`src/uac_pkg.sv`:
```
`default_nettype none
package uac_pkg;

    // alphabet sizes and ceil(2^16 / m) for the remainder step
    localparam logic [5:0]  RU_M        = 6'd33;
    localparam logic [5:0]  EN_M        = 6'd26;
    localparam logic [11:0] RU_RECIP    = 12'd1986;
    localparam logic [11:0] EN_RECIP    = 12'd2521;
    localparam int          RECIP_SHIFT = 16;

    // Cyrillic code points (lower and upper case), yo sits at index 6
    localparam logic [10:0] RU_LO_BASE = 11'h430;
    localparam logic [10:0] RU_LO_YO   = 11'h451;
    localparam logic [10:0] RU_UP_BASE = 11'h410;
    localparam logic [10:0] RU_UP_YO   = 11'h401;
    localparam logic [5:0]  RU_YO_IDX  = 6'd6;

    localparam logic [7:0] ASCII_LO_A = 8'h61;
    localparam logic [7:0] ASCII_UP_A = 8'h41;

    // configuration register indexes
    localparam logic [1:0] CFG_DECRYPT = 2'd0;
    localparam logic [1:0] CFG_LANG    = 2'd1;
    localparam logic [1:0] CFG_MULT    = 2'd2;
    localparam logic [1:0] CFG_SHIFT   = 2'd3;

    localparam int QDEPTH = 4;
    localparam int QPTR_W = 2;

    typedef struct packed {
        logic       decrypt_mode;
        logic       language;
        logic [5:0] mult_key;
        logic [5:0] shift_key;
    } cfg_t;

    // one character request: bytes, count - 1, flags, alphabet index
    typedef struct packed {
        logic [3:0][7:0] data;
        logic [1:0]      cnt;
        logic            last;
        logic            letter;
        logic            upper;
        logic [5:0]      idx;
    } req_t;

endpackage
`default_nettype wire

```
`src/utf8_affine_cipher_ru_en.sv`:
```
`default_nettype none
// Affine cipher over a UTF-8 byte stream, one byte per cycle in both directions
// while full is low and pop is held. Bytes are grouped into characters by their
// lead byte; a character leaves only once its last byte (or a byte marked
// in_last) has come in. The edge that takes its last input byte writes the
// character queue; the product stage, quotient stage and output register follow
// before its first output byte is on the result ports. Letters of the selected
// alphabet (Russian 33 with yo, or English 26) are mapped with a*x+b or
// inv*(x-b) modulo the alphabet size; anything else passes unchanged. A
// four-entry character queue sits between the byte assembler and the mapping
// pipeline, so input keeps flowing while the output side stalls. key_bad is set
// on every byte when the multiplier has no inverse. Configuration writes are
// always taken (cfg_ready is tied high) and must be made while the block is idle.
module utf8_affine_cipher_ru_en (
    input  wire logic       clk,
    input  wire logic       rst_n,
    input  wire logic       push,
    output logic            full,
    input  wire logic [7:0] in_byte,
    input  wire logic       in_last,
    output logic            empty,
    input  wire logic       pop,
    output logic [7:0]      out_byte,
    output logic            run_last,
    output logic            stream_end,
    output logic            key_bad,
    input  wire logic       cfg_valid,
    output logic            cfg_ready,
    input  wire logic [1:0] cfg_index,
    input  wire logic [5:0] cfg_data
);

    uac_pkg::cfg_t cfg_reg;
    uac_pkg::req_t front_req, q_req;
    logic          acc, emit, q_valid, q_pop;

    assign cfg_ready = 1'b1;
    assign acc       = push && !full;

    always_ff @(posedge clk or negedge rst_n)
    begin
        if (!rst_n)
        begin
            cfg_reg.decrypt_mode <= 1'b0;
            cfg_reg.language     <= 1'b0;
            cfg_reg.mult_key     <= 6'd1;
            cfg_reg.shift_key    <= 6'd0;
        end
        else if (cfg_valid && cfg_ready)
        begin
            unique case (cfg_index)
                uac_pkg::CFG_DECRYPT: cfg_reg.decrypt_mode <= cfg_data[0];
                uac_pkg::CFG_LANG:    cfg_reg.language     <= cfg_data[0];
                uac_pkg::CFG_MULT:    cfg_reg.mult_key     <= cfg_data;
                uac_pkg::CFG_SHIFT:   cfg_reg.shift_key    <= cfg_data;
                default:              cfg_reg.shift_key    <= cfg_reg.shift_key;
            endcase
        end
    end

    uac_front u_front (
        .clk      (clk),
        .rst_n    (rst_n),
        .acc      (acc),
        .in_byte  (in_byte),
        .in_last  (in_last),
        .language (cfg_reg.language),
        .emit     (emit),
        .req      (front_req)
    );

    uac_queue u_queue (
        .clk    (clk),
        .rst_n  (rst_n),
        .wr_en  (emit),
        .wr_req (front_req),
        .rd_en  (q_pop),
        .full   (full),
        .valid  (q_valid),
        .rd_req (q_req)
    );

    uac_back u_back (
        .clk        (clk),
        .rst_n      (rst_n),
        .cfg        (cfg_reg),
        .q_valid    (q_valid),
        .q_req      (q_req),
        .q_pop      (q_pop),
        .empty      (empty),
        .pop        (pop),
        .out_byte   (out_byte),
        .run_last   (run_last),
        .stream_end (stream_end),
        .key_bad    (key_bad)
    );

endmodule
`default_nettype wire

```
`src/uac_front.sv`:
```
`default_nettype none
module uac_front (
    input  wire logic         clk,
    input  wire logic         rst_n,
    input  wire logic         acc,
    input  wire logic [7:0]   in_byte,
    input  wire logic         in_last,
    input  wire logic         language,
    output logic              emit,
    output uac_pkg::req_t     req
);

    logic [7:0] pend_reg [3];
    logic [1:0] held_reg, held_next;
    logic [2:0] exp_reg, exp_next;

    logic [2:0]  len;
    logic        complete;
    logic        hold;
    logic [3:0][7:0] buf_data;
    logic [10:0] cp;
    logic [10:0] off_lo, off_up;
    logic        en_lo, en_up, ru_ok;

    function automatic logic [2:0] lead_len(input logic [7:0] c);
        logic [2:0] r;
        r = 3'd1;
        if (c[7:5] == 3'b110)
            r = 3'd2;
        else if (c[7:4] == 4'b1110)
            r = 3'd3;
        else if (c[7:3] == 5'b11110)
            r = 3'd4;
        return r;
    endfunction

    always_comb
    begin
        len = lead_len(in_byte);
        buf_data[0] = pend_reg[0];
        buf_data[1] = pend_reg[1];
        buf_data[2] = pend_reg[2];
        buf_data[3] = 8'h00;
        buf_data[held_reg] = in_byte;
        if (held_reg == 2'd0)
            complete = (len == 3'd1);
        else
            complete = ({1'b0, held_reg} + 3'd1) >= exp_reg;
        hold = !complete && !in_last;
        emit = acc && !hold;
    end

    // letter classification of the assembled character
    always_comb
    begin
        cp     = {buf_data[0][4:0], buf_data[1][5:0]};
        off_lo = cp - uac_pkg::RU_LO_BASE;
        off_up = cp - uac_pkg::RU_UP_BASE;
        en_lo  = buf_data[0] >= 8'h61 && buf_data[0] <= 8'h7A;
        en_up  = buf_data[0] >= 8'h41 && buf_data[0] <= 8'h5A;
        ru_ok  = (buf_data[0] == 8'hD0 || buf_data[0] == 8'hD1)
                 && buf_data[1][7:6] == 2'b10;

        req.data   = buf_data;
        req.cnt    = held_reg;
        req.last   = in_last;
        req.letter = 1'b0;
        req.upper  = 1'b0;
        req.idx    = 6'd0;
        if (complete && language && held_reg == 2'd0)
        begin
            if (en_lo)
            begin
                req.letter = 1'b1;
                req.idx    = 6'(buf_data[0] - uac_pkg::ASCII_LO_A);
            end
            else if (en_up)
            begin
                req.letter = 1'b1;
                req.upper  = 1'b1;
                req.idx    = 6'(buf_data[0] - uac_pkg::ASCII_UP_A);
            end
        end
        else if (complete && !language && held_reg == 2'd1 && ru_ok)
        begin
            if (cp == uac_pkg::RU_LO_YO)
            begin
                req.letter = 1'b1;
                req.idx    = uac_pkg::RU_YO_IDX;
            end
            else if (off_lo < 11'd6)
            begin
                req.letter = 1'b1;
                req.idx    = off_lo[5:0];
            end
            else if (off_lo < 11'd32)
            begin
                req.letter = 1'b1;
                req.idx    = off_lo[5:0] + 6'd1;
            end
            else if (cp == uac_pkg::RU_UP_YO)
            begin
                req.letter = 1'b1;
                req.upper  = 1'b1;
                req.idx    = uac_pkg::RU_YO_IDX;
            end
            else if (off_up < 11'd6)
            begin
                req.letter = 1'b1;
                req.upper  = 1'b1;
                req.idx    = off_up[5:0];
            end
            else if (off_up < 11'd32)
            begin
                req.letter = 1'b1;
                req.upper  = 1'b1;
                req.idx    = off_up[5:0] + 6'd1;
            end
        end
    end

    always_comb
    begin
        held_next = held_reg;
        exp_next  = exp_reg;
        if (acc)
        begin
            if (hold)
            begin
                held_next = held_reg + 2'd1;
                if (held_reg == 2'd0)
                    exp_next = len;
            end
            else
            begin
                held_next = 2'd0;
                exp_next  = 3'd0;
            end
        end
    end

    always_ff @(posedge clk or negedge rst_n)
    begin
        if (!rst_n)
        begin
            held_reg <= 2'd0;
            exp_reg  <= 3'd0;
        end
        else
        begin
            held_reg <= held_next;
            exp_reg  <= exp_next;
        end
    end

    always_ff @(posedge clk)
    begin
        if (acc && hold && held_reg != 2'd3)
            pend_reg[held_reg] <= in_byte;
    end

endmodule
`default_nettype wire

```
`src/uac_queue.sv`:
```
`default_nettype none
module uac_queue (
    input  wire logic          clk,
    input  wire logic          rst_n,
    input  wire logic          wr_en,
    input  wire uac_pkg::req_t wr_req,
    input  wire logic          rd_en,
    output logic               full,
    output logic               valid,
    output uac_pkg::req_t      rd_req
);

    uac_pkg::req_t mem_reg [uac_pkg::QDEPTH];
    logic [uac_pkg::QPTR_W-1:0] wr_ptr_reg, rd_ptr_reg;
    logic [uac_pkg::QPTR_W:0]   count_reg, count_next;

    assign full   = count_reg == (uac_pkg::QPTR_W+1)'(uac_pkg::QDEPTH);
    assign valid  = count_reg != '0;
    assign rd_req = mem_reg[rd_ptr_reg];

    always_comb
    begin
        count_next = count_reg;
        if (wr_en && !rd_en)
            count_next = count_reg + 1'b1;
        else if (!wr_en && rd_en)
            count_next = count_reg - 1'b1;
    end

    always_ff @(posedge clk or negedge rst_n)
    begin
        if (!rst_n)
        begin
            wr_ptr_reg <= '0;
            rd_ptr_reg <= '0;
            count_reg  <= '0;
        end
        else
        begin
            if (wr_en)
                wr_ptr_reg <= wr_ptr_reg + 1'b1;
            if (rd_en)
                rd_ptr_reg <= rd_ptr_reg + 1'b1;
            count_reg <= count_next;
        end
    end

    always_ff @(posedge clk)
    begin
        if (wr_en)
            mem_reg[wr_ptr_reg] <= wr_req;
    end

endmodule
`default_nettype wire

```
`src/uac_back.sv`:
```
`default_nettype none
module uac_back (
    input  wire logic          clk,
    input  wire logic          rst_n,
    input  wire uac_pkg::cfg_t cfg,
    input  wire logic          q_valid,
    input  wire uac_pkg::req_t q_req,
    output logic               q_pop,
    output logic               empty,
    input  wire logic          pop,
    output logic [7:0]         out_byte,
    output logic               run_last,
    output logic               stream_end,
    output logic               key_bad
);

    // stage 1: affine product, stage 2: quotient, then byte serializer
    logic            s1_v_reg;
    uac_pkg::req_t   s1_req_reg;
    logic            s1_bad_reg;
    logic [10:0]     s1_val_reg;

    logic            s2_v_reg;
    uac_pkg::req_t   s2_req_reg;
    logic            s2_bad_reg;
    logic [10:0]     s2_val_reg;
    logic [5:0]      s2_quo_reg;

    logic            ser_v_reg;
    logic [3:0][7:0] ser_data_reg;
    logic [1:0]      ser_cnt_reg;
    logic [1:0]      ser_pos_reg;
    logic            ser_last_reg;
    logic            ser_bad_reg;

    logic        s1_ready, s2_ready, ser_load, pop_fire, at_end;
    logic [5:0]  m, a, b, inv, k, xp, addend;
    logic [6:0]  xs;
    logic [11:0] prod;
    logic [10:0] val;
    logic [22:0] rprod;
    logic [11:0] qm;
    logic [5:0]  y;
    logic [10:0] cp_out, base, yo;
    logic [3:0][7:0] enc;

    function automatic logic [5:0] reduce(input logic [5:0] v, input logic en);
        logic [5:0] r;
        r = v;
        if (en)
        begin
            if (v >= 6'd52)
                r = v - 6'd52;
            else if (v >= uac_pkg::EN_M)
                r = v - uac_pkg::EN_M;
        end
        else if (v >= uac_pkg::RU_M)
            r = v - uac_pkg::RU_M;
        return r;
    endfunction

    // zero means no inverse exists
    function automatic logic [5:0] inv_of(input logic [5:0] v, input logic en);
        logic [5:0] r;
        r = 6'd0;
        if (en)
        begin
            case (v)
                6'd1:    r = 6'd1;
                6'd3:    r = 6'd9;
                6'd5:    r = 6'd21;
                6'd7:    r = 6'd15;
                6'd9:    r = 6'd3;
                6'd11:   r = 6'd19;
                6'd15:   r = 6'd7;
                6'd17:   r = 6'd23;
                6'd19:   r = 6'd11;
                6'd21:   r = 6'd5;
                6'd23:   r = 6'd17;
                6'd25:   r = 6'd25;
                default: r = 6'd0;
            endcase
        end
        else
        begin
            case (v)
                6'd1:    r = 6'd1;
                6'd2:    r = 6'd17;
                6'd4:    r = 6'd25;
                6'd5:    r = 6'd20;
                6'd7:    r = 6'd19;
                6'd8:    r = 6'd29;
                6'd10:   r = 6'd10;
                6'd13:   r = 6'd28;
                6'd14:   r = 6'd26;
                6'd16:   r = 6'd31;
                6'd17:   r = 6'd2;
                6'd19:   r = 6'd7;
                6'd20:   r = 6'd5;
                6'd23:   r = 6'd23;
                6'd25:   r = 6'd4;
                6'd26:   r = 6'd14;
                6'd28:   r = 6'd13;
                6'd29:   r = 6'd8;
                6'd31:   r = 6'd16;
                6'd32:   r = 6'd32;
                default: r = 6'd0;
            endcase
        end
        return r;
    endfunction

    // handshake between stages
    always_comb
    begin
        pop_fire = pop && ser_v_reg;
        at_end   = ser_pos_reg == ser_cnt_reg;
        ser_load = !ser_v_reg || (pop_fire && at_end);
        s2_ready = !s2_v_reg || ser_load;
        s1_ready = !s1_v_reg || s2_ready;
        q_pop    = q_valid && s1_ready;
    end

    // stage 1 math
    always_comb
    begin
        m   = cfg.language ? uac_pkg::EN_M : uac_pkg::RU_M;
        a   = reduce(cfg.mult_key, cfg.language);
        b   = reduce(cfg.shift_key, cfg.language);
        inv = inv_of(a, cfg.language);
        xs  = {1'b0, q_req.idx} + {1'b0, m} - {1'b0, b};
        if (xs >= {1'b0, m})
            xs = xs - {1'b0, m};
        if (cfg.decrypt_mode)
        begin
            k      = inv;
            xp     = xs[5:0];
            addend = 6'd0;
        end
        else
        begin
            k      = a;
            xp     = q_req.idx;
            addend = b;
        end
        prod = k * xp;
        val  = 11'(prod + 12'(addend));
    end

    // stage 2 quotient by reciprocal, exact for values below 1088
    assign rprod = s1_val_reg * (cfg.language ? uac_pkg::EN_RECIP : uac_pkg::RU_RECIP);

    // remainder and re-encoding feeding the serializer
    always_comb
    begin
        qm   = 12'(s2_quo_reg) * 12'(cfg.language ? uac_pkg::EN_M : uac_pkg::RU_M);
        y    = 6'(s2_val_reg - qm[10:0]);
        base = s2_req_reg.upper ? uac_pkg::RU_UP_BASE : uac_pkg::RU_LO_BASE;
        yo   = s2_req_reg.upper ? uac_pkg::RU_UP_YO : uac_pkg::RU_LO_YO;
        if (y < uac_pkg::RU_YO_IDX)
            cp_out = base + 11'(y);
        else if (y == uac_pkg::RU_YO_IDX)
            cp_out = yo;
        else
            cp_out = base + 11'(y) - 11'd1;
        enc = s2_req_reg.data;
        if (s2_req_reg.letter && !s2_bad_reg)
        begin
            if (cfg.language)
                enc[0] = (s2_req_reg.upper ? uac_pkg::ASCII_UP_A : uac_pkg::ASCII_LO_A)
                         + 8'(y);
            else
            begin
                enc[0] = {3'b110, cp_out[10:6]};
                enc[1] = {2'b10, cp_out[5:0]};
            end
        end
    end

    always_ff @(posedge clk or negedge rst_n)
    begin
        if (!rst_n)
        begin
            s1_v_reg  <= 1'b0;
            s2_v_reg  <= 1'b0;
            ser_v_reg <= 1'b0;
        end
        else
        begin
            if (s1_ready)
                s1_v_reg <= q_valid;
            if (s2_ready)
                s2_v_reg <= s1_v_reg;
            if (ser_load)
                ser_v_reg <= s2_v_reg;
        end
    end

    always_ff @(posedge clk)
    begin
        if (s1_ready)
        begin
            s1_req_reg <= q_req;
            s1_bad_reg <= inv == 6'd0;
            s1_val_reg <= val;
        end
        if (s2_ready)
        begin
            s2_req_reg <= s1_req_reg;
            s2_bad_reg <= s1_bad_reg;
            s2_val_reg <= s1_val_reg;
            s2_quo_reg <= 6'(rprod >> uac_pkg::RECIP_SHIFT);
        end
        if (ser_load)
        begin
            ser_data_reg <= enc;
            ser_cnt_reg  <= s2_req_reg.cnt;
            ser_last_reg <= s2_req_reg.last;
            ser_bad_reg  <= s2_bad_reg;
            ser_pos_reg  <= 2'd0;
        end
        else if (pop_fire)
            ser_pos_reg <= ser_pos_reg + 2'd1;
    end

    assign empty      = !ser_v_reg;
    assign out_byte   = ser_data_reg[ser_pos_reg];
    assign run_last   = at_end;
    assign stream_end = at_end && ser_last_reg;
    assign key_bad    = ser_bad_reg;

endmodule
`default_nettype wire

```
`config.mk`:
```
export PLATFORM = sky130hd
export DESIGN_NAME = utf8_affine_cipher_ru_en
export DESIGN_NICKNAME = d
export VERILOG_FILES = /design/src/uac_pkg.sv /design/src/utf8_affine_cipher_ru_en.sv /design/src/uac_front.sv /design/src/uac_queue.sv /design/src/uac_back.sv
export SDC_FILE = /design/constraint.sdc
export NUM_CORES = 1
export LEC_CHECK = 0
export BUFFER_PORTS_ARGS = -buffer_cell sky130_fd_sc_hd__buf_2
export CORE_ASPECT_RATIO = 0.75
export CORE_MARGIN = 10
export CORE_UTILIZATION = 65
export CTS_CLUSTER_SIZE = 20
export DETAILED_ROUTE_END_ITERATION = 8
export GPL_TIMING_DRIVEN = 0
export PLACE_DENSITY = 0.92
export SLEW_MARGIN = 20
export SYNTH_ARGS = -nofsm -noshare
export SYNTH_HDL_FRONTEND = slang
export SYNTH_SLANG_ARGS = --single-unit
```
`constraint.sdc`:
```
create_clock -name clk -period 18.8 [get_ports clk]
set_clock_uncertainty 0.1 [all_clocks]
set_input_delay 0.94 -clock clk [delete_from_list [all_inputs] [get_ports clk]]
set_output_delay 0.94 -clock clk [all_outputs]
set_load 0.01 [all_outputs]
```
==> flow_summary_export.csv <==
group,metric,value,unit
run_status,status,"finished, final reports clean",
critical_path,crit_top_cell,"inv_1",
clocking,cts_root_buffer,"clkbuf_16",
timing,timing.fmax,83.5,MHz
layout,multi_input_comb_area,9830,um2
placement,dpl.hpwl,39.8,mm
layout,synthToLayoutAreaGrowth,9.75,%
global_route,track_usage,0.288,
layout,fill_cells,1974,
critical_path,worstSetupStartpointType,"flop",
logic_synthesis,synth_compound_area_frac,0.0705,
logic_synthesis,synth_top_family_by_area,"adder cells",
layout,regArea,10700,um2
timing,final-hold-violation-count,0,
global_route,first_global_vias,14930,
timing,setup_ws,6.83,ns
logic_synthesis,synth-adder-area-share,0.186,
global_route,use_met1,0.365,
layout,largest_reg_flops,172,
timing,period_share,0.637,
timing,finalSetupViolations,0,
detailed_routing,avgViaCountPerCell,6.68,
critical_path,crit_start,"cfg_reg[12]",
global_route,antenna_found_initial,6,
layout,layout-drive-gt1-share,0.127,
logic_synthesis,async_reset_ff_frac,0.0801,
timing,fin_setup_tns,0,ns
critical_path,timing_worst_setup_path_type,"reg -> reg",
floorplan,fp-row-count,57,
critical_path,max_stage_delay,0.76,ns
global_route,grt_max_degree,52,
timing,min_period,11.97,ns
logic_synthesis,synth_mux_area_frac,0.0799,
floorplan,start_util,0.660,
detailed_routing,drt-total-wl,57.9,mm
logic_synthesis,synth_cell_types,88,
critical_path,r2r-start,"cfg_reg[12]",
floorplan,die_area,40700,um2
logic_synthesis,ys_ff_latch,362,
detailed_routing,drtPass1Iterations,8,
floorplan,die_h,177,um
clocking,cts_resized,0,
logic_synthesis,syn_area,21400,um2
floorplan,core_area,32400,um2
clocking,cts_buffers,35,
logic_synthesis,yosysTopAreaCell,"edfxtp_1",
logic_synthesis,ys.flop_type,"edfxtp_1",
critical_path,crit_slowest_cell,"clkbuf_1",
clocking,ctsHoldBuffers,0,
logic_synthesis,synth.area.top_cells,"edfxtp_1 46%, ha_1 9.8%, fa_1 8.9%",
logic_synthesis,synth-simple-area-share,0.0869,
timing,maxSlewViolCount,0,
clocking,clock-sinks,362,
clocking,cts_setup_buffers,0,
logic_synthesis,synth_seq_area_share,0.500,
detailed_routing,wl_per_cell,26.5,um
detailed_routing,antenna_left,0,
layout,utilization,0.724,
critical_path,cp.arrival,12.15,ns
placement,io_buffers,34,
worst_hold_path,hold_class,"reg -> reg",
logic_synthesis,synth.avg_cell_area,13.2,um2
timing,relSlewSlack,0.284,
critical_path,ff2ff_setup_slack,6.83,ns
logic_synthesis,synth_xor_xnor_area_share,0.0320,
layout,final_nets,2001,
critical_path,cp-end-kind,"flop",
global_route,grt.met3_usage,0.0732,
logic_synthesis,ys_warn_count,0,
global_route,overflow,0,
floorplan,die_w,230,um
logic_synthesis,synth-edff-count,331,
critical_path,path_max_fanout,10,
global_route,grtUsageMet2,0.453,
logic_synthesis,synth_cells,1628,
clocking,cts-htree-levels,2,
critical_path,r2r_end,"u_back.s1_val_reg[10]",
floorplan,io_pins,36,
detailed_routing,routed-via-count,14620,
global_route,grt_pass1_wl,89.2,mm
flow_run,maxCapViolations,0,
placement,post-place-ws,7.26,ns
global_route,busiest_layer,"met2",
clocking,cts_tree,"yes",
clocking,cts.path.max_buffers,3,
timing,rsz0062_at_grt,"false",
detailed_routing,first_iter_violations,2209,
critical_path,critPathCapture,"u_back.s1_val_reg[10]",
critical_path,worstRegToRegCells,35,
detailed_routing,drc_errors,0,
placement,gp_congestion,0.923,
clocking,clock_latency,0.54,ns
critical_path,cp_data_required_time,18.98,ns
logic_synthesis,yosysTopAreaCellShare,0.464,
clocking,clk_pin_slew,0.07,ns
timing,worst_pin_slew,1.07,ns
-- critical path, delay by kind of cell (launching register included) --
family / cells / cell delay (ns)
buffers and inverters: 10 / 3.42
and+or+nand+nor: 4 / 0.61
adders and majority gates: 8 / 3.61
DFF: 1 / 0.61
AOI/OAI and AO/OA: 10 / 2.82
xor gates and xnor gates: 3 / 0.52
-- per-layer routing --
| layer | vias up | part of all wire |
|---|---|---|
| met3 | 315 | 0.11 |
| met1 | 7081 | 0.36 |
| li1 | 6054 | - |
| met2 | 1166 | 0.46 |
| met5 | - | 0.00059 |
| met4 | 4 | 0.064 |
-- logic make-up after synthesis --
kind of cell	count (synthesis)
xor+xnor	75
flops	362
mux	102
other cells	2
fa+ha+maj	262
compound gates	216
simple gates	367
buf+inv	242
-- cells in the mapped netlist, drive strengths merged, types with 4 or more instances --
cell     instances
nand2b          13
mux4            51
a211oi          15
nand3           27
xnor2           54
o21ai           45
nor3b            6
o21bai           7
or3             10
nand3b           8
and2            30
and3             9
xor2            19
o21a             6
clkbuf          27
nand2           92
nand4           11
o31ai            4
o22ai            9
dfrtp           28
ha             167
or2             14
a21o            16
nor2b           19
edfxtp         331
buf             18
o311ai           5
inv            197
a31oi            9
nor2            76
a21oi           46
o211ai           4
a2111oi          4
nor3            33
fa              95
a21boi           4
nor4             8
mux2            32
mux2i           19
-- area by class of cell --
type,instances,area share
Buffer,45,0.00857
Inverter,197,0.0315
Clock inverter,16,0.00591
Tap cell,442,0.0235
Multi-Input combinational cell,1035,0.419
Sequential cell,362,0.456
Antenna cell,2,0.000213
Clock buffer,47,0.0419
Timing Repair Buffer,41,0.0143
-- cells in the final DEF, fill, tap and decap left out, types with 43 or more instances in the layout --
master / instances
a21oi_1: 46
buf_2: 43
edfxtp_1: 331
fa_1: 95
ha_1: 167
inv_1: 196
mux4_2: 51
nand2_1: 91
nor2_1: 74
o21ai_0: 44
xnor2_1: 54
-- stage by stage --
step / area [um2] / std cells / hold WS (ns)
2_1_floorplan: 21500 / 1639 / 0.300
3_3_place_gp: 22200 / 2115 / 0.302
3_5_place_dp: 22300 / 2121 / 0.305
4_1_cts: 23500 / 2184 / 0.299
5_1_grt: 23500 / 2186 / 0.315
6_report: 23500 / 2187 / 0.296
-- worst min-delay path by stage --
stage	startpoint	depth (start not counted)	to	slack, ns
2_1_floorplan	u_back.s1_req_reg[27]	0	u_back.enc[16]	0.30
3_3_place_gp	u_back.enc[27]	0	u_back.ser_data_reg[27]	0.30
3_5_place_dp	u_back.s1_req_reg[22]	0	u_back.s2_req_reg[22]	0.30
4_1_cts	u_back.s1_req_reg[24]	0	u_back.s2_req_reg[24]	0.30
5_1_grt	u_back.s1_req_reg[24]	0	u_back.s2_req_reg[24]	0.32
6_report	u_back.s1_req_reg[24]	0	u_back.s2_req_reg[24]	0.30
Power is left out: the tool's default activity adds up to more than one toggle a clock period on the data nets, which glitch-free logic cannot reach.
